[config.mk]
export PLATFORM = sky130hd
export DESIGN_NAME = h264_rtp_depacketizer
export DESIGN_NICKNAME = d
export VERILOG_FILES = /design/src/rtl/h264rtp_pkg.sv /design/src/rtl/h264rtp_front.sv /design/src/rtl/h264rtp_cmd_fifo.sv /design/src/rtl/h264rtp_back.sv /design/src/rtl/h264_rtp_depacketizer.sv
export VERILOG_INCLUDE_DIRS = /design/src /design/src/rtl
export SDC_FILE = /design/constraint.sdc
export NUM_CORES = 1
export LEC_CHECK = 0
export BUFFER_PORTS_ARGS = -buffer_cell sky130_fd_sc_hd__buf_2
export CORE_MARGIN = 3
export CORE_UTILIZATION = 26
export CTS_BUF_LIST = sky130_fd_sc_hd__clkbuf_16
export DETAILED_ROUTE_END_ITERATION = 16
export GPL_ROUTABILITY_DRIVEN = 0
export PLACE_DENSITY_LB_ADDON = 0.25
export SETUP_SLACK_MARGIN = 0.4
export SLEW_MARGIN = 20
export SYNTH_ARGS = -nofsm -noshare
export SYNTH_HDL_FRONTEND = slang
export SYNTH_SLANG_ARGS = --single-unit
[constraint.sdc]
create_clock -name aclk -period 6.42 [get_ports aclk]
set_input_delay 1.284 -clock aclk [delete_from_list [all_inputs] [get_ports aclk]]
set_output_delay 1.284 -clock aclk [all_outputs]
set_load 0.05 [all_outputs]
[src/rtl/h264_rtp_depacketizer_macros.svh]
// ----------------------------------------------------------------------------
// H.264 RTP depacketizer assertion macros
// Shared concurrent assertion forms, clocked on the rising edge and held off
// during reset.
// ----------------------------------------------------------------------------
`ifndef H264_RTP_DEPACKETIZER_MACROS_SVH
`define H264_RTP_DEPACKETIZER_MACROS_SVH

// same-cycle implication
`define H264_ASSERT_IMP(lbl, clk, rstn, ante, cons) \
    lbl: assert property (@(posedge clk) disable iff (!(rstn)) (ante) |-> (cons)) \
        else $error("h264 rtp depacketizer assertion failed");

// next-cycle implication
`define H264_ASSERT_NXT(lbl, clk, rstn, ante, cons) \
    lbl: assert property (@(posedge clk) disable iff (!(rstn)) (ante) |=> (cons)) \
        else $error("h264 rtp depacketizer assertion failed");

`endif

[src/rtl/h264rtp_pkg.sv]
// ----------------------------------------------------------------------------
// H.264 RTP depacketizer package
// Shared constants, error codes and the front-to-back command type.
// ----------------------------------------------------------------------------
`default_nettype none

package h264rtp_pkg;

    localparam int CMD_FIFO_DEPTH = 4;

    localparam int POS_W   = 4;
    localparam logic [POS_W-1:0] POS_HDR_END = 4'd12;
    localparam logic [POS_W-1:0] POS_FU_HDR  = 4'd13;
    localparam logic [POS_W-1:0] POS_SAT     = 4'd14;
    localparam logic [POS_W-1:0] POS_TS_LO   = 4'd4;
    localparam logic [POS_W-1:0] POS_TS_HI   = 4'd7;
    localparam logic [POS_W-1:0] POS_FLAGS   = 4'd1;
    localparam logic [POS_W-1:0] POS_FIRST   = 4'd0;

    localparam logic [7:0] VER_MASK   = 8'hc0;
    localparam logic [7:0] VER_TWO    = 8'h80;
    localparam logic [4:0] NAL_SINGLE_MAX = 5'd23;
    localparam logic [4:0] NAL_FU_A   = 5'd28;

    localparam logic [1:0] ERR_NONE     = 2'd0;
    localparam logic [1:0] ERR_SHORT    = 2'd1;
    localparam logic [1:0] ERR_VERSION  = 2'd2;
    localparam logic [1:0] ERR_NAL_TYPE = 2'd3;

    typedef struct packed {
        logic        close_pre;
        logic        start_code;
        logic        fin;
        logic [7:0]  fin_byte;
        logic        fin_valid;
        logic        fin_end;
        logic [1:0]  fin_err;
        logic [31:0] old_ts;
        logic [31:0] ts;
    } cmd_t;

endpackage

`default_nettype wire

[src/rtl/h264rtp_front.sv]
// ----------------------------------------------------------------------------
// H.264 RTP depacketizer front end
// Parses packet bytes, tracks header, timestamp and unit state, and issues
// at most one output command per accepted byte.
// ----------------------------------------------------------------------------
`default_nettype none

module h264rtp_front (
    input  wire logic                aclk,
    input  wire logic                aresetn,
    input  wire logic                in_valid,
    input  wire logic [7:0]          in_byte,
    input  wire logic                in_last,
    input  wire logic                cmd_ready,
    output h264rtp_pkg::cmd_t        cmd,
    output logic                     cmd_push
);

    logic [h264rtp_pkg::POS_W-1:0] pos_reg, pos_next;
    logic        drop_reg, drop_next;
    logic        marker_reg, marker_next;
    logic [31:0] stamp_reg, stamp_next;
    logic [31:0] last_ts_reg, last_ts_next;
    logic        open_reg, open_next;
    logic        kind_reg, kind_next;
    logic [1:0]  prio_reg, prio_next;
    logic        accept;
    logic [4:0]  nal_type;

    assign accept   = in_valid && cmd_ready;
    assign nal_type = in_byte[4:0];

    always_comb begin
        pos_next     = pos_reg;
        drop_next    = drop_reg;
        marker_next  = marker_reg;
        stamp_next   = stamp_reg;
        last_ts_next = last_ts_reg;
        open_next    = open_reg;
        kind_next    = kind_reg;
        prio_next    = prio_reg;
        cmd          = '0;
        cmd.old_ts   = last_ts_reg;

        if (pos_reg < h264rtp_pkg::POS_HDR_END) begin
            if (pos_reg == h264rtp_pkg::POS_FIRST) begin
                drop_next = (in_byte & h264rtp_pkg::VER_MASK) != h264rtp_pkg::VER_TWO;
            end
            if (pos_reg == h264rtp_pkg::POS_FLAGS) begin
                marker_next = in_byte[7];
            end
            if (pos_reg >= h264rtp_pkg::POS_TS_LO && pos_reg <= h264rtp_pkg::POS_TS_HI) begin
                stamp_next = {stamp_reg[23:0], in_byte};
            end
            if (in_last) begin
                cmd.fin     = 1'b1;
                cmd.fin_err = h264rtp_pkg::ERR_SHORT;
            end
        end else if (pos_reg == h264rtp_pkg::POS_HDR_END) begin
            if (drop_reg) begin
                cmd.fin     = 1'b1;
                cmd.fin_err = h264rtp_pkg::ERR_VERSION;
            end else begin
                if (stamp_reg != last_ts_reg) begin
                    if (open_reg) begin
                        cmd.close_pre = 1'b1;
                        open_next     = 1'b0;
                    end
                    last_ts_next = stamp_reg;
                end
                if (nal_type <= h264rtp_pkg::NAL_SINGLE_MAX) begin
                    kind_next      = 1'b0;
                    cmd.start_code = 1'b1;
                    cmd.fin        = 1'b1;
                    cmd.fin_byte   = in_byte;
                    cmd.fin_valid  = 1'b1;
                    cmd.fin_end    = in_last;
                    open_next      = !in_last;
                end else if (nal_type == h264rtp_pkg::NAL_FU_A) begin
                    kind_next = 1'b1;
                    prio_next = in_byte[6:5];
                    if (in_last) begin
                        cmd.fin     = 1'b1;
                        cmd.fin_err = h264rtp_pkg::ERR_SHORT;
                    end
                end else begin
                    drop_next   = 1'b1;
                    cmd.fin     = 1'b1;
                    cmd.fin_err = h264rtp_pkg::ERR_NAL_TYPE;
                end
            end
        end else if (!drop_reg) begin
            if (!kind_reg) begin
                cmd.fin       = 1'b1;
                cmd.fin_byte  = in_byte;
                cmd.fin_valid = 1'b1;
                cmd.fin_end   = in_last;
                open_next     = !in_last;
            end else if (pos_reg == h264rtp_pkg::POS_FU_HDR) begin
                if (in_byte[7] || !open_reg) begin
                    cmd.start_code = 1'b1;
                    cmd.fin        = 1'b1;
                    cmd.fin_byte   = {1'b0, prio_reg, in_byte[4:0]};
                    cmd.fin_valid  = 1'b1;
                    open_next      = 1'b1;
                end
                if (in_last && marker_reg) begin
                    cmd.fin     = 1'b1;
                    cmd.fin_end = 1'b1;
                    open_next   = 1'b0;
                end
            end else begin
                cmd.fin       = 1'b1;
                cmd.fin_byte  = in_byte;
                cmd.fin_valid = 1'b1;
                cmd.fin_end   = in_last && marker_reg;
                if (in_last && marker_reg) begin
                    open_next = 1'b0;
                end
            end
        end

        cmd.ts = last_ts_next;

        if (in_last) begin
            pos_next  = h264rtp_pkg::POS_FIRST;
            drop_next = 1'b0;
        end else if (pos_reg < h264rtp_pkg::POS_SAT) begin
            pos_next = pos_reg + 1'b1;
        end
    end

    assign cmd_push = accept && (cmd.close_pre || cmd.start_code || cmd.fin);

    always_ff @(posedge aclk) begin
        if (!aresetn) begin
            pos_reg     <= '0;
            drop_reg    <= 1'b0;
            marker_reg  <= 1'b0;
            stamp_reg   <= '0;
            last_ts_reg <= '0;
            open_reg    <= 1'b0;
            kind_reg    <= 1'b0;
            prio_reg    <= '0;
        end else if (accept) begin
            pos_reg     <= pos_next;
            drop_reg    <= drop_next;
            marker_reg  <= marker_next;
            stamp_reg   <= stamp_next;
            last_ts_reg <= last_ts_next;
            open_reg    <= open_next;
            kind_reg    <= kind_next;
            prio_reg    <= prio_next;
        end
    end

endmodule

`default_nettype wire

[src/rtl/h264rtp_cmd_fifo.sv]
// ----------------------------------------------------------------------------
// H.264 RTP depacketizer command queue
// Short register queue that decouples the parser from the output sequencer.
// ----------------------------------------------------------------------------
`default_nettype none

`include "h264_rtp_depacketizer_macros.svh"

module h264rtp_cmd_fifo #(
    parameter int DEPTH = h264rtp_pkg::CMD_FIFO_DEPTH
) (
    input  wire logic              aclk,
    input  wire logic              aresetn,
    input  wire logic              push,
    input  wire h264rtp_pkg::cmd_t push_cmd,
    output logic                   push_ready,
    input  wire logic              pop,
    output h264rtp_pkg::cmd_t      head_cmd,
    output logic                   head_valid
);

    localparam int PTR_W = (DEPTH > 1) ? $clog2(DEPTH) : 1;
    localparam int CNT_W = $clog2(DEPTH + 1);
    localparam logic [PTR_W-1:0] PTR_LAST = PTR_W'(DEPTH - 1);
    localparam logic [CNT_W-1:0] CNT_FULL = CNT_W'(DEPTH);

    h264rtp_pkg::cmd_t     slot_reg [DEPTH];
    logic [PTR_W-1:0]      wr_ptr_reg, wr_ptr_next;
    logic [PTR_W-1:0]      rd_ptr_reg, rd_ptr_next;
    logic [CNT_W-1:0]      count_reg, count_next;
    logic                  do_push, do_pop;

    assign push_ready = count_reg != CNT_FULL;
    assign head_valid = count_reg != '0;
    assign head_cmd   = slot_reg[rd_ptr_reg];
    assign do_push    = push && push_ready;
    assign do_pop     = pop && head_valid;

    always_comb begin
        wr_ptr_next = wr_ptr_reg;
        rd_ptr_next = rd_ptr_reg;
        count_next  = count_reg;
        if (do_push) begin
            wr_ptr_next = (wr_ptr_reg == PTR_LAST) ? '0 : wr_ptr_reg + 1'b1;
        end
        if (do_pop) begin
            rd_ptr_next = (rd_ptr_reg == PTR_LAST) ? '0 : rd_ptr_reg + 1'b1;
        end
        if (do_push && !do_pop) begin
            count_next = count_reg + 1'b1;
        end else if (do_pop && !do_push) begin
            count_next = count_reg - 1'b1;
        end
    end

    always_ff @(posedge aclk) begin
        if (do_push) begin
            slot_reg[wr_ptr_reg] <= push_cmd;
        end
    end

    always_ff @(posedge aclk) begin
        if (!aresetn) begin
            wr_ptr_reg <= '0;
            rd_ptr_reg <= '0;
            count_reg  <= '0;
        end else begin
            wr_ptr_reg <= wr_ptr_next;
            rd_ptr_reg <= rd_ptr_next;
            count_reg  <= count_next;
        end
    end

    `H264_ASSERT_IMP(a_count_bound, aclk, aresetn, 1'b1, count_reg <= CNT_FULL)
    `H264_ASSERT_NXT(a_count_up, aclk, aresetn, do_push && !do_pop, count_reg == $past(count_reg) + 1'b1)
    `H264_ASSERT_NXT(a_count_down, aclk, aresetn, do_pop && !do_push, count_reg == $past(count_reg) - 1'b1)

endmodule

`default_nettype wire

[src/rtl/h264rtp_back.sv]
// ----------------------------------------------------------------------------
// H.264 RTP depacketizer output sequencer
// Expands each queued command into its result beats: unit close, start code,
// data or error, through a registered output stage.
// ----------------------------------------------------------------------------
`default_nettype none

`include "h264_rtp_depacketizer_macros.svh"

module h264rtp_back (
    input  wire logic              aclk,
    input  wire logic              aresetn,
    input  wire h264rtp_pkg::cmd_t head_cmd,
    input  wire logic              head_valid,
    output logic                   pop,
    output logic                   m_tvalid,
    input  wire logic              m_tready,
    output logic [47:0]            m_tdata,
    output logic [2:0]             m_tuser,
    output logic                   m_tlast
);

    localparam logic [2:0] STEP_CLOSE = 3'd0;
    localparam logic [2:0] STEP_SC0   = 3'd1;
    localparam logic [2:0] STEP_SC1   = 3'd2;
    localparam logic [2:0] STEP_SC2   = 3'd3;
    localparam logic [2:0] STEP_SC3   = 3'd4;
    localparam logic [2:0] STEP_FIN   = 3'd5;

    logic [2:0]  step_reg, step_next;
    logic        busy_reg, busy_next;
    logic [2:0]  cur_step, start_step, nstep;
    logic        has_next;
    logic        advance;

    logic        valid_reg, valid_next;
    logic [7:0]  byte_reg, byte_next;
    logic        bval_reg, bval_next;
    logic        end_reg, end_next;
    logic [31:0] ts_reg, ts_next;
    logic [1:0]  err_reg, err_next;
    logic        last_reg, last_next;

    assign advance    = !valid_reg || m_tready;
    assign start_step = head_cmd.close_pre ? STEP_CLOSE :
                        head_cmd.start_code ? STEP_SC0 : STEP_FIN;
    assign cur_step   = busy_reg ? step_reg : start_step;

    always_comb begin
        has_next = 1'b0;
        nstep    = STEP_FIN;
        case (cur_step)
            STEP_CLOSE: begin
                has_next = head_cmd.start_code || head_cmd.fin;
                nstep    = head_cmd.start_code ? STEP_SC0 : STEP_FIN;
            end
            STEP_SC0: begin
                has_next = 1'b1;
                nstep    = STEP_SC1;
            end
            STEP_SC1: begin
                has_next = 1'b1;
                nstep    = STEP_SC2;
            end
            STEP_SC2: begin
                has_next = 1'b1;
                nstep    = STEP_SC3;
            end
            STEP_SC3: begin
                has_next = head_cmd.fin;
                nstep    = STEP_FIN;
            end
            default: begin
                has_next = 1'b0;
                nstep    = STEP_FIN;
            end
        endcase
    end

    always_comb begin
        byte_next = 8'h00;
        bval_next = 1'b1;
        end_next  = 1'b0;
        ts_next   = head_cmd.ts;
        err_next  = h264rtp_pkg::ERR_NONE;
        case (cur_step)
            STEP_CLOSE: begin
                bval_next = 1'b0;
                end_next  = 1'b1;
                ts_next   = head_cmd.old_ts;
            end
            STEP_SC0, STEP_SC1, STEP_SC2: begin
                byte_next = 8'h00;
            end
            STEP_SC3: begin
                byte_next = 8'h01;
            end
            default: begin
                byte_next = head_cmd.fin_byte;
                bval_next = head_cmd.fin_valid;
                end_next  = head_cmd.fin_end;
                err_next  = head_cmd.fin_err;
            end
        endcase
        last_next = !has_next;
    end

    always_comb begin
        pop        = 1'b0;
        busy_next  = busy_reg;
        step_next  = step_reg;
        valid_next = valid_reg;
        if (advance) begin
            valid_next = head_valid;
            if (head_valid) begin
                pop       = !has_next;
                busy_next = has_next;
                step_next = nstep;
            end
        end
    end

    always_ff @(posedge aclk) begin
        if (!aresetn) begin
            step_reg  <= STEP_CLOSE;
            busy_reg  <= 1'b0;
            valid_reg <= 1'b0;
        end else begin
            step_reg  <= step_next;
            busy_reg  <= busy_next;
            valid_reg <= valid_next;
        end
    end

    always_ff @(posedge aclk) begin
        if (advance && head_valid) begin
            byte_reg <= byte_next;
            bval_reg <= bval_next;
            end_reg  <= end_next;
            ts_reg   <= ts_next;
            err_reg  <= err_next;
            last_reg <= last_next;
        end
    end

    assign m_tvalid = valid_reg;
    assign m_tdata  = {7'd0, ts_reg, end_reg, byte_reg};
    assign m_tuser  = {err_reg, bval_reg};
    assign m_tlast  = last_reg;

    `H264_ASSERT_IMP(a_data_no_err, aclk, aresetn, valid_reg && bval_reg, err_reg == h264rtp_pkg::ERR_NONE)
    `H264_ASSERT_IMP(a_end_no_err, aclk, aresetn, valid_reg && end_reg, err_reg == h264rtp_pkg::ERR_NONE)
    `H264_ASSERT_IMP(a_err_is_last, aclk, aresetn, valid_reg && err_reg != h264rtp_pkg::ERR_NONE, last_reg)

endmodule

`default_nettype wire

[src/rtl/h264_rtp_depacketizer.sv]
// Path: each command is queued, then registered in the output stage.
// Throughput: one input beat per cycle while the command queue has room.
// Output: one result beat per cycle while the sink is ready; a byte that
// opens a NAL unit costs up to six result beats (unit close, four start-code
// bytes, data), set by the output sequencer.
// Reset: aresetn low clears parser state, queue and output stage.
// ----------------------------------------------------------------------------
// H.264 RTP depacketizer
// Rebuilds an Annex B byte stream from RTP packets carrying single NAL units
// and FU-A fragments.
// ----------------------------------------------------------------------------
`default_nettype none

module h264_rtp_depacketizer #(
    parameter int CMD_DEPTH = h264rtp_pkg::CMD_FIFO_DEPTH
) (
    input  wire logic        aclk,
    input  wire logic        aresetn,
    input  wire logic        s_tvalid,
    output logic             s_tready,
    input  wire logic [7:0]  s_tdata,   // [7:0] in_byte
    input  wire logic        s_tlast,
    output logic             m_tvalid,
    input  wire logic        m_tready,
    output logic [47:0]      m_tdata,   // [7:0] out_byte, [8] unit_end,
                                        // [40:9] unit_timestamp, [47:41] zero
    output logic [2:0]       m_tuser,   // [0] byte_valid, [2:1] error_code
    output logic             m_tlast
);

    h264rtp_pkg::cmd_t push_cmd;
    h264rtp_pkg::cmd_t head_cmd;
    logic              push;
    logic              push_ready;
    logic              pop;
    logic              head_valid;

    assign s_tready = push_ready;

    h264rtp_front u_front (
        .aclk      (aclk),
        .aresetn   (aresetn),
        .in_valid  (s_tvalid),
        .in_byte   (s_tdata),
        .in_last   (s_tlast),
        .cmd_ready (push_ready),
        .cmd       (push_cmd),
        .cmd_push  (push)
    );

    h264rtp_cmd_fifo #(
        .DEPTH (CMD_DEPTH)
    ) u_fifo (
        .aclk       (aclk),
        .aresetn    (aresetn),
        .push       (push),
        .push_cmd   (push_cmd),
        .push_ready (push_ready),
        .pop        (pop),
        .head_cmd   (head_cmd),
        .head_valid (head_valid)
    );

    h264rtp_back u_back (
        .aclk       (aclk),
        .aresetn    (aresetn),
        .head_cmd   (head_cmd),
        .head_valid (head_valid),
        .pop        (pop),
        .m_tvalid   (m_tvalid),
        .m_tready   (m_tready),
        .m_tdata    (m_tdata),
        .m_tuser    (m_tuser),
        .m_tlast    (m_tlast)
    );

endmodule

`default_nettype wire

# After elaboration in Yosys (flattened, before gate mapping)

Memories as Yosys holds them, arrays and structs flattened. A register that Yosys moved wholly into a read port is not among the register bits.
Index checks and enable logic that the tools add are counted.

Input bits: 13
Memories: 1
Flip-flop bits (word level): 131
Output and inout port bits: 54
RAM bits: 316
Word-level logic and storage cells: 163

Bitwise logic cells: 3
Eq/ne operators: 17
$lt $le $gt $ge: 5
Reductions and logical operators: 39
Add/sub/neg operators: 5
Muxes and demuxes: 73

Memory list:

| memory          | words | width | read ports | clocked after Yosys merged registers in | write ports | line                   | RTL |
|---|---|---|---|---|---|---|---|
| u_fifo.slot_reg | 4     | 79    | 1          | 1                                       | 1           | h264rtp_cmd_fifo.sv:27 | `h264rtp_pkg::cmd_t slot_reg [DEPTH];` |

Operators by type and width:

| operator                                            | count |
|---|---|
| 2-to-1 mux 32 bit                                   | 5 |
| 2-to-1 mux 1 bit                                    | 37 |
| 2-to-1 mux 11 bit                                   | 3 |
| inequality test 32 bit                              | 1 |
| 2-to-1 mux 10 bit                                   | 3 |
| 2-to-1 mux 12 bit                                   | 2 |
| 2-to-1 mux 2 bit                                    | 11 |
| one-hot mux 8 bit (2 select lines)                  | 1 |
| 2-to-1 mux 3 bit                                    | 5 |
| one-hot mux 3 bit (4 select lines)                  | 1 |
| AND reduction 6 bit                                 | 2 |
| logical AND 1 bit                                   | 9 |
| inequality test 3 bit, second input constant        | 3 |
| AND reduction 3 bit                                 | 3 |
| equality test 4 bit, second input constant          | 2 |
| less-than comparator 4 bit, second input constant   | 2 |
| 2-to-1 mux 4 bit                                    | 2 |
| inequality test 4 bit, second input constant        | 2 |
| OR reduction 4 bit                                  | 2 |
| equality test 3 x 2 -> 1 bit, second input constant | 2 |
| logical NOT 1 bit                                   | 6 |
| nonzero test 2 bit                                  | 3 |
| nonzero test 3 bit                                  | 2 |
| equality test 5 bit, second input constant          | 1 |
| 22 further kinds                                    | 32 |

# Longest topological paths before layout

Gate-level depths: netlist of run 1.

Depth in word-level cells: 17
Depth in mapped cells: 12
Depth with buffers taken out: 12

# Cells and area by module

A second synthesis of run 1 with hierarchy kept.

Cell total of the unflattened synthesis: 1,102
Area total of the unflattened synthesis: 18,330.1 um^2

By module, submodules not included:

| module           | sequential area each (um^2) | cells an instance | area an instance (um^2) | times used |
|---|---|---|---|---|
| h264rtp_cmd_fifo | 9,669.3                     | 464               | 11,861.4                | 1 |
| h264rtp_front    | 1,481.4                     | 488               | 4,078.9                 | 1 |
| h264rtp_back     | 1,451.4                     | 150               | 2,389.8                 | 1 |

# Worst setup path before layout of run 1

OpenSTA, ideal clock, no wires.

Path kind: input to register
Start: input s_tdata[4]
End: memory u_fifo.slot_reg[0][0] in the netlist's numbering (enable)
Path slack: 1,898 ps
Data arrival time: 4,076 ps
Cell stages on the path: 7
Setup time: 446 ps
Required time: 5,974 ps
Buffers on the path: 1
Path through: and2_1 > clkbuf_1 > nand3_1 > o21a_1 > o32a_1 > o2bb2ai_2 > and2_1

RTL lines:

| what               | line                        | RTL |
|---|---|---|
| start: declaration | h264_rtp_depacketizer.sv:21 | `input wire logic [7:0] s_tdata,` |
| end: declaration   | h264rtp_cmd_fifo.sv:27      |  |

==> results.toml, run 1 <==
[timing]
setup_viol = 0
rsz0062_at_grt = "no"
fmax_mhz = 290
drv_slew = 0
post-route-period-util_pct = 53.7
worst_clock_skew_ps = 29.1
fin_tns_setup_ps = 0
tightest_slew_ps = 909
timing.final.hold_violations = 0
setup_slack_ps = 2970
max_slew_margin_pct = 39.4
period_needed_ps = 3450

[logic_synthesis]
yosysTopAreaCell = "edfxtp_1"
seq_area_frac_synth_pct = 69.8
yosys.area_share.simple_pct = 5.59
synth.area.top_cells = "edfxtp_1 (60%), mux4_2 (9.9%), dfxtp_1 (9.8%)"
synth_top_area_share_pct = 60.0
synth.mux.area_fraction_pct = 17.8
yosysWarnings = 0
synth_most_common_cell = "edfxtp_1"
netlist_area_sq_um = 18100
ys_ff_latch = 449
synthArstFlopShare_pct = 0
synthTopCellsByCount = "edfxtp_1 (361), dfxtp_1 (88), mux4_2 (79), mux2i_1 (71), nor2b_1 (71)"
syn_inst = 1022
synthAdderAreaFrac_pct = 0.735
postSynthAreaPerCell_sq_um = 17.7
synthXorXnorAreaFrac_pct = 1.65
yosys.cell_types.count = 53
synth_compound_area_share_pct = 2.17
synth_top_flop_cell = "edfxtp_1"
synth_edf_count = 361
synth_top_family_by_area = "multiplexers"

[global_route]
antenna_found_initial = 0
grt_pass1_vias = 9496
grt_usage_pct = 11.1
grt_pass1_wl_mm = 61.9
overflow = 0
grt_max_degree = 53

[floorplan]
rows = 95
initial_core_util_pct = 26.6
dieArea_sq_um = 72600
die_y_microns = 270
fp.dieW_microns = 270
boundaryPins = 67
core_sq_um = 68000

[cts]
cts_tree = "built"
clock_latency_ps = 600
hold_buffers = 0
clock_path_buffers = 3
cts_sinks = 449
cts_buffers = 48
cts-resized-gates = 0
clkTransAtPathRegs_ps = 60
cts-htree-levels = 2
cts_root_buf = "clkbuf_16"
post-cts-setup-buffer-count = 0

[finish]
diodes = 0
multiInputGateArea_sq_um = 5080
areaGrowthSynthToFinish_pct = 15.4
layout-drive-gt1-share_pct = 24.3
largest_reg_flops = 316
utilization_pct = 30.7
fillerInstances = 6725
regArea_sq_um = 12600
final_area_sq_um = 20800
fin_nets = 1117

[detailed_routing]
post_drt_wl_per_cell_microns = 19.6
via_count = 8979
drtIter0Drc = 655
drt_first_pass_iters = 4
via_per_inst = 4.37
ant_nets = 0
drc = 0
drt-total-wl_mm = 40.3

[run_status]
status = "completed"

[power]
intPower_mw = 5.69
power_density_nw_per_um2 = 395
p_sw_share_pct = 31.0
power_switching_mw = 2.55
p_comb_share_pct = 23.1
ir_worst_vdd_mv = 0.154
power_frac_seq_pct = 44.5
clkPwrFrac_pct = 32.3
power.leakage_nw = 7.31

[place]
port_buffers = 59
place_hpwl_mm = 24.1
place_area_sq_um = 19300
place_ws_ps = 2330

[critical_path]
timing.critical_path.slowest_cell_delay_ps = 760
required_ps = 6660
worstPathMaxFanout = 46
cp_data_arrival_time_ps = 3690
endpoint_kind = "flop"
critPathKind = "in -> reg"
critPathSlowestCell = "and2_4"
path_cells = "buf_2 -> and2_1 -> nand3_1 -> o21a_1 -> o32a_1 -> o2bb2ai_2 -> and2_4 -> buf_4"
start_kind = "input port"
path_delay_family = "simple AND/OR/NAND/NOR gates"
cp_num_buf_inv = 2

[worst_hold_path]
min_path_type = "reg -> reg"

[job]
cap_violations = 0
[path summary, 6_finish.rpt]
| check | slack [ps] | from | to | cells past startpoint |
|---|---|---|---|---|
| max | 2970 | s_tdata[4] | u_fifo.slot_reg[0][70] | 8 |
| max reg2reg | 3040 | u_front.pos_reg[1] | u_fifo.slot_reg[0][70] | 8 |
| min reg2reg | 490 | u_back.m_tvalid | u_back.m_tvalid | 2 |
| min | 490 | u_back.m_tvalid | u_back.m_tvalid | 2 |
[worst reg2reg max path: stages, from the launching register on]
cell and delay [ps]:
dfxtp_1 460, inv_1 140, ha_1 370, nand3_1 190
o21a_1 130, o32a_1 260, o2bb2ai_2 250, and2_4 770
buf_4 480
[area by class of cell]
cell class | count | share of cell area (%)
Sequential cell | 449 | 60.5
Multi-Input combinational cell | 505 | 24.4
Clock buffer | 48 | 5.76
Tap cell | 921 | 5.53
Timing Repair Buffer | 77 | 2.08
Clock inverter | 41 | 1.49
Inverter | 13 | 0.234
[cells in the final DEF (no fill, tap or decap), types with 7 or more instances in the layout]
cell type / netlist / layout
conb_1: 1 / 7
and3_1: 9 / 9
dfxtp_1: 88 / 86
buf_4: 10 / 17
clkbuf_16: 0 / 48
nand3_1: 10 / 10
a21oi_1: 11 / 11
nor2b_1: 71 / 71
mux2i_1: 71 / 71
buf_2: 13 / 59
mux2_1: 29 / 29
clkinv_2: 0 / 11
xor2_1: 33 / 33
nor2_1: 20 / 20
ha_1: 9 / 9
edfxtp_1: 361 / 361
mux2_2: 35 / 35
nand2_1: 31 / 31
mux4_2: 79 / 79
and2_1: 13 / 9
nor4_1: 9 / 9
inv_1: 13 / 26
clkinv_1: 0 / 8
o21ai_0: 13 / 13
[power by group through the flow]
stage / sequential, mW / combinational (mW) / clock [mW]
finish: 3.67 / 1.91 / 2.66
global route: 3.71 / 2.04 / 2.89
CTS: 3.69 / 1.96 / 2.76
detailed placement: 3.75 / 1.96 / 0
global placement: 3.74 / 1.95 / 0
floorplan: 4.15 / 1.02 / 0
[cell families after synthesis]
group,count (synthesis)
AO/OA/AOI/OAI,57
XOR/XNOR,34
adder cells (fa/ha/maj),10
buffers and inverters,74
flip-flops,449
multiplexers,214
other,1
AND/OR/NAND/NOR,183
[stage by stage]
step           std cells  hold slack (ps)  power, mW
2_1_floorplan       1028              463       5.18
3_3_place_gp        1965              470       5.69
3_5_place_dp        1965              485       5.70
4_1_cts             2054              496       8.41
5_1_grt             2054              527       8.64
6_report            2054              493       8.24
[layer usage]
metal	global-route usage (%)	routed length, microns	vias up
met1	15.3	18500	4649
met3	2.08	1680	64
met4	3.27	862	0
li1	-	-	4093
met2	18.0	19300	173
met5	0	0	-
Note: power is estimated with default switching activity, not from simulation.
==> inputs of run 2 (changes only) <==
==> constraint.sdc (replaced) <==
create_clock -name aclk -period 3 [get_ports aclk]
set_input_delay 0.6 -clock aclk [delete_from_list [all_inputs] [get_ports aclk]]
set_output_delay 0.6 -clock aclk [all_outputs]
set_load 0.05 [all_outputs]
==> run 2 against run 1 <==
  * Clock skew decreased by 6.7 ps
  * Highest routed layer unchanged
  * Die area stayed put
  * Core utilization rose by 1.6 points
  * Register-to-register slack got worse by 2500 ps
  * Largest cell class unchanged
  * Clock power grew 140%
==> results.toml, run 2 (synthesis gave the netlist of run 1 again) <==
[run_status]
status = "completed"

[worst_hold_path]
min_path_cells = 3
min_from = "s_tdata[0]"
min_path_type = "in -> reg"
holdPathEnd = "u_front.stamp_reg[0]"

[floorplan]
initial_core_util_pct = 26.6
fp.dieW_microns = 270
die_y_microns = 270
boundaryPins = 67
core_sq_um = 68000
rows = 95
dieArea_sq_um = 72600

[global_route]
grt_max_degree = 53
antenna_found_initial = 0
grt_pass1_wl_mm = 63.1
overflow = 0
grt_usage_pct = 11.3
grt_pass1_vias = 9801

[critical_path]
reg2reg_from = "u_front.last_ts_reg[12]"
start_kind = "flop"
worstRegToRegCells = 12
critPathKind = "reg -> reg"
worstPathMaxFanout = 7
r2r_end = "u_fifo.count_reg[2]"
r2r_setup_slack_ps = 490
endpoint_kind = "flop"
cp_data_arrival_time_ps = 3000
required_ps = 3490

[place]
port_buffers = 59
place_ws_ps = 71.1
place_hpwl_mm = 25.5
dp.cells = 2025
place_area_sq_um = 20000

[timing]
max_slew_margin_pct = 39.1
post-route-period-util_pct = 83.5
timing.final.hold_violations = 0
drv_slew = 0
setup_viol = 0
tightest_slew_ps = 914
fin_tns_setup_ps = 0
worst_clock_skew_ps = 22.5
setup_slack_ps = 494
period_needed_ps = 2510
rsz0062_at_grt = "yes"
fmax_mhz = 399

[cts]
clock_path_buffers = 3
cts_sinks = 449
clkTransAtPathRegs_ps = 60
cts_buffers = 51
hold_buffers = 0
cts_root_buf = "clkbuf_16"
clock_latency_ps = 580
cts_tree = "built"
cts-htree-levels = 2

[detailed_routing]
drt-total-wl_mm = 40.8
drtIter0Drc = 508
post_drt_wl_per_cell_microns = 19.2
ant_nets = 0
drt_first_pass_iters = 4
drc = 0
via_per_inst = 4.32
via_count = 9153

[power]
ir_worst_vdd_mv = 0.434
power.leakage_nw = 7.78
power_density_nw_per_um2 = 836

[finish]
diodes = 0
largest_reg_flops = 316
final_cells = 2121
layout_commonest_cell = "edfxtp_1"
utilization_pct = 32.3
layout-drive-gt1-share_pct = 32.3
fillerInstances = 6684
final_cell_mix = "edfxtp_1 (361), mux4_2 (79), nor2b_1 (71), mux2i_1 (71), dfxtp_1 (70)"
fin_nets = 1183
areaGrowthSynthToFinish_pct = 21.6
final_area_sq_um = 22000

[job]
cap_violations = 0
-- run 2: cell count changes in the layout (fill, tap and decap cells not counted), sizes merged --
cell	previous run	this run
buf	77	140
bufinv	4	9
clkbuf	48	51
clkinv	20	18
clkinvlp	1	6
inv	29	22
-- run 2: power by group --
group / switching, mW / internal, mW
clock: 2.47 / 3.85
combinational: 2.80 / 1.55
sequential: 0.222 / 7.46
total: 5.49 / 12.9
-- run 2: worst max path at each step --
stage	startpoint	to	slack (ps)	cells after the start
3_3_place_gp	s_tdata[1]	u_fifo.count_reg[2]	90	11
5_1_grt	u_front.pos_reg[1]	u_fifo.count_reg[2]	360	12
3_5_place_dp	s_tdata[1]	u_fifo.count_reg[2]	70	11
6_report	u_front.last_ts_reg[12]	u_fifo.count_reg[2]	490	12
2_1_floorplan	s_tdata[4]	u_fifo.slot_reg[0][0]	90	7
4_1_cts	u_front.last_ts_reg[11]	u_fifo.count_reg[2]	400	12
-- run 2: metrics by stage --
step / power [mW] / hold slack, ps
final: 18.4 / 326
after global routing: 19.3 / 324
after CTS: 18.7 / 278
after detailed placement: 12.3 / 486
after global placement: 12.3 / 473
after floorplan: 11.1 / 463
-- run 2: area by class of cell --
type	instances	area, sq um	area share [%]
flip-flops and latches	449	12600	57.6
multi-input cells	505	5280	24.1
clock buffers	51	1280	5.81
well taps	921	1150	5.25
repair buffers	140	1120	5.10
clock inverters	42	429	1.96
inverters	13	52.6	0.239
-- run 2: per-layer routing --
| metal | up-vias | global-route usage [%] | wire, microns |
|---|---|---|---|
| li1 | 4219 | - | - |
| met1 | 4729 | 15.3 | 18800 |
| met2 | 149 | 18.7 | 19900 |
| met3 | 56 | 2.14 | 1380 |
| met4 | 0 | 2.97 | 770 |
| met5 | - | 0 | 0 |
-- run 2: repair_timing --
item	in CTS	in global routing
gates resized for setup	15	31
buffers inserted	1	2
endpoints found under the setup margin	44	118
pin swaps	3	11
-- run 2: worst max-delay path: stages, from the launching register on --
cell	delay [ps]
dfxtp_1	450
xor2_1	280
nor4_1	100
nand4_1	120
buf_6	140
nor2_4	50
o2bb2ai_4	160
ha_4	160
inv_2	40
fa_2	340
xor2_1	150
or3_1	310
a21boi_1	140
==> inputs of run 3 (changes only) <==
--- a/config.mk
+++ b/config.mk
@@ -6,6 +6,7 @@
 export SDC_FILE = /design/constraint.sdc
 export NUM_CORES = 1
 export LEC_CHECK = 0
+export ABC_AREA = 1
 export BUFFER_PORTS_ARGS = -buffer_cell sky130_fd_sc_hd__buf_2
 export CORE_MARGIN = 3
 export CORE_UTILIZATION = 26
==> constraint.sdc (replaced) <==
create_clock -name aclk -period 2.2 [get_ports aclk]
set_input_delay 0.44 -clock aclk [delete_from_list [all_inputs] [get_ports aclk]]
set_output_delay 0.44 -clock aclk [all_outputs]
set_load 0.05 [all_outputs]
==> run 3 against run 2 <==
  * The run now ends with negative setup slack left
  * Via count is 37% higher
  * Clock skew is 11 ps lower
  * Clock power is 26% higher
  * Count of clock-buffer cells in the layout is 2 higher
  * Combinational power is 130% higher
  * Sequential power is 45% higher
  * Area after synthesis is 0.27% lower
  * Power is 57% higher
  * Global-route usage is 1.3 points higher
  * Highest routed layer unchanged
==> results.toml, run 3 <==
[run_status]
status = "finished with violations"
violations = "negative setup slack"

[cts]
clkTransAtPathRegs_ps = 60
cts_root_buf = "clkbuf_16"
clock_latency_ps = 580
cts-htree-levels = 2
cts_sinks = 449
clock_path_buffers = 3
hold_buffers = 0
cts_tree = "built"
cts_buffers = 50

[global_route]
use_met1_pct = 16.6
overflow = 0
grt_pass1_vias = 12400
grt_max_degree = 71
gr-max-usage-layer = "met2"
grt_usage_pct = 12.6
antenna_found_initial = 1
grt.met2_usage_pct = 21.5
grt_pass1_wl_mm = 72.1
met3_usage_pct = 2.18

[floorplan]
fp.dieW_microns = 269
dieArea_sq_um = 72400
boundaryPins = 67
core_sq_um = 67900
rows = 95
initial_core_util_pct = 26.5
die_y_microns = 269

[critical_path]
worstRegToRegCells = 14
start_kind = "flop"
critPathSlowestCell = "dfxtp_2"
r2r_end = "u_fifo.slot_reg[0][10]"
cp_common_cell = "nor2_4"
path_delay_family = "buffers and inverters"
timing.critical_path.slowest_cell_delay_ps = 340
path_cells = "inv_4 -> ha_4 -> inv_2 -> nor2_4 -> o21ai_1 -> nand2_1 -> nor2_1 -> nand2_2 -> nand2_4 -> buf_4 -> buf_8 -> nor2_4 -> buf_12 -> clkbuf_16"
required_ps = 2500
critPathKind = "reg -> reg"
cp_data_arrival_time_ps = 2560
reg2reg_from = "u_front.pos_reg[1]"
endpoint_kind = "flop"
worstPathMaxFanout = 6
cp_num_buf_inv = 6
r2r_setup_slack_ps = -70

[detailed_routing]
ant_nets = 0
via_count = 12600
drc = 0
post_drt_wl_per_cell_microns = 18.0
via_per_inst = 4.50
drt-total-wl_mm = 50.2
drtIter0Drc = 728
drt_first_pass_iters = 5

[timing]
post-route-period-util_pct = 103
fmax_mhz = 441
tightest_slew_ps = 829
setup_slack_ps = -66.6
timing.final.hold_violations = 0
max_slew_margin_pct = 44.8
setup_viol = 106
hold_slack_ps = 195
drv_slew = 0
worst_clock_skew_ps = 11.3
rsz0062_at_grt = "yes"
period_needed_ps = 2270
fin_tns_setup_ps = -3000

[logic_synthesis]
yosys.area_share.simple_pct = 9.39
yosysTopAreaCell = "edfxtp_1"
synth.mux.area_fraction_pct = 2.00
yosys.cell_types.count = 38
synthArstFlopShare_pct = 0
synth.area.top_cells = "edfxtp_1 (60%), dfxtp_1 (9.8%), o21ai_0 (7.1%)"
postSynthAreaPerCell_sq_um = 11.6
netlist_area_sq_um = 18000
seq_area_frac_synth_pct = 70.0
yosysWarnings = 0
synthTopCellsByCount = "edfxtp_1 (361), nor2_1 (280), o21ai_0 (256), nand2_1 (123), inv_1 (92)"
synth_top_area_share_pct = 60.2
synthAdderAreaFrac_pct = 0.737
synth_top_family_by_area = "compound AO/OA/AOI/OAI gates"
synth_compound_area_share_pct = 12.2
ys_ff_latch = 449
synth_top_flop_cell = "edfxtp_1"
synthXorXnorAreaFrac_pct = 1.31
synth_most_common_cell = "edfxtp_1"
syn_inst = 1551
synth_edf_count = 361

[finish]
fin_nets = 1855
areaGrowthSynthToFinish_pct = 36.0
final_area_sq_um = 24500
diodes = 0
final_cell_mix = "edfxtp_1 (361), nor2_1 (260), o21ai_0 (229)"
largest_reg_flops = 316
layout-drive-gt1-share_pct = 28.2
layout_commonest_cell = "edfxtp_1"

[place]
place_area_sq_um = 20800
place_hpwl_mm = 28.4
port_buffers = 59
place_ws_ps = -308

[worst_hold_path]
min_from = "s_tdata[3]"
holdPathEnd = "u_front.kind_reg"
min_path_cells = 3
min_path_type = "in -> reg"

[power]
finalPower_mw = 28.8
ir_worst_vdd_mv = 0.682
power_density_nw_per_um2 = 1180
power.leakage_nw = 8.99

[job]
cap_violations = 0
[run 3: per-stage QoR]
step / cells / utilization [%]
floorplan: 1557 / -
global placement: 2608 / 30.6
detailed placement: 2608 / 30.6
CTS: 2736 / 34.0
global route: 2794 / 36.1
finish: 2794 / 36.1
[run 3: worst max-delay path by stage]
stage | start | end | slack, ps | cells after the start
after floorplan | u_front.pos_reg[1] | u_fifo.slot_reg[0][0] | -540 | 9
after global placement | s_tdata[0] | u_fifo.count_reg[2] | -300 | 19
after detailed placement | s_tdata[0] | u_fifo.count_reg[1] | -310 | 16
after CTS | u_front.last_ts_reg[25] | u_fifo.count_reg[1] | -20 | 15
after global routing | u_front.last_ts_reg[26] | u_fifo.count_reg[2] | -210 | 20
final | u_front.pos_reg[1] | u_fifo.slot_reg[0][10] | -70 | 14
[run 3: final cells by class]
cell class,count,area (sq um)
fillers,6571,43400
flip-flops and latches,449,12600
multi-input cells,922,5330
repair buffers,313,3420
clock buffers,53,1330
well taps,921,1150
inverters,95,372
clock inverters,40,240
repair inverters,1,5.00
[run 3: cells by family (layout without fill, tap and decap cells)]
group,after synthesis,count (layout)
buf+inv,186,502
fa+ha+maj,10,10
other cells,1,7
simple gates,433,433
compound gates,413,413
flops,449,449
mux,32,32
xor+xnor,27,27
[run 3: worst min-delay path: stages]
cell      delay, ps
buf_2           100
nand2_1          90
a221oi_1         90
[run 3: power by group]
| part | leakage, nW | internal, mW | switching, mW |
|---|---|---|---|
| clock network | 0.811 | 4.65 | 3.32 |
| registers | 4.13 | 10.7 | 0.362 |
| logic | 4.04 | 3.37 | 6.43 |
[run 3: routing by layer]
layer  wire [microns]  vias to the layer above
li1                 -                     6056
met1            22900                     6173
met2            23900                      280
met3             2540                       66
met4              859                        0
met5                0                        -
[run 3: repair_timing]
item,CTS,global route
buffers inserted,30,26
resized for setup,100,126
endpoints found under the setup margin,632,662
endpoints found under the hold margin,0,0
pin swaps,29,48
gates cloned,5,32
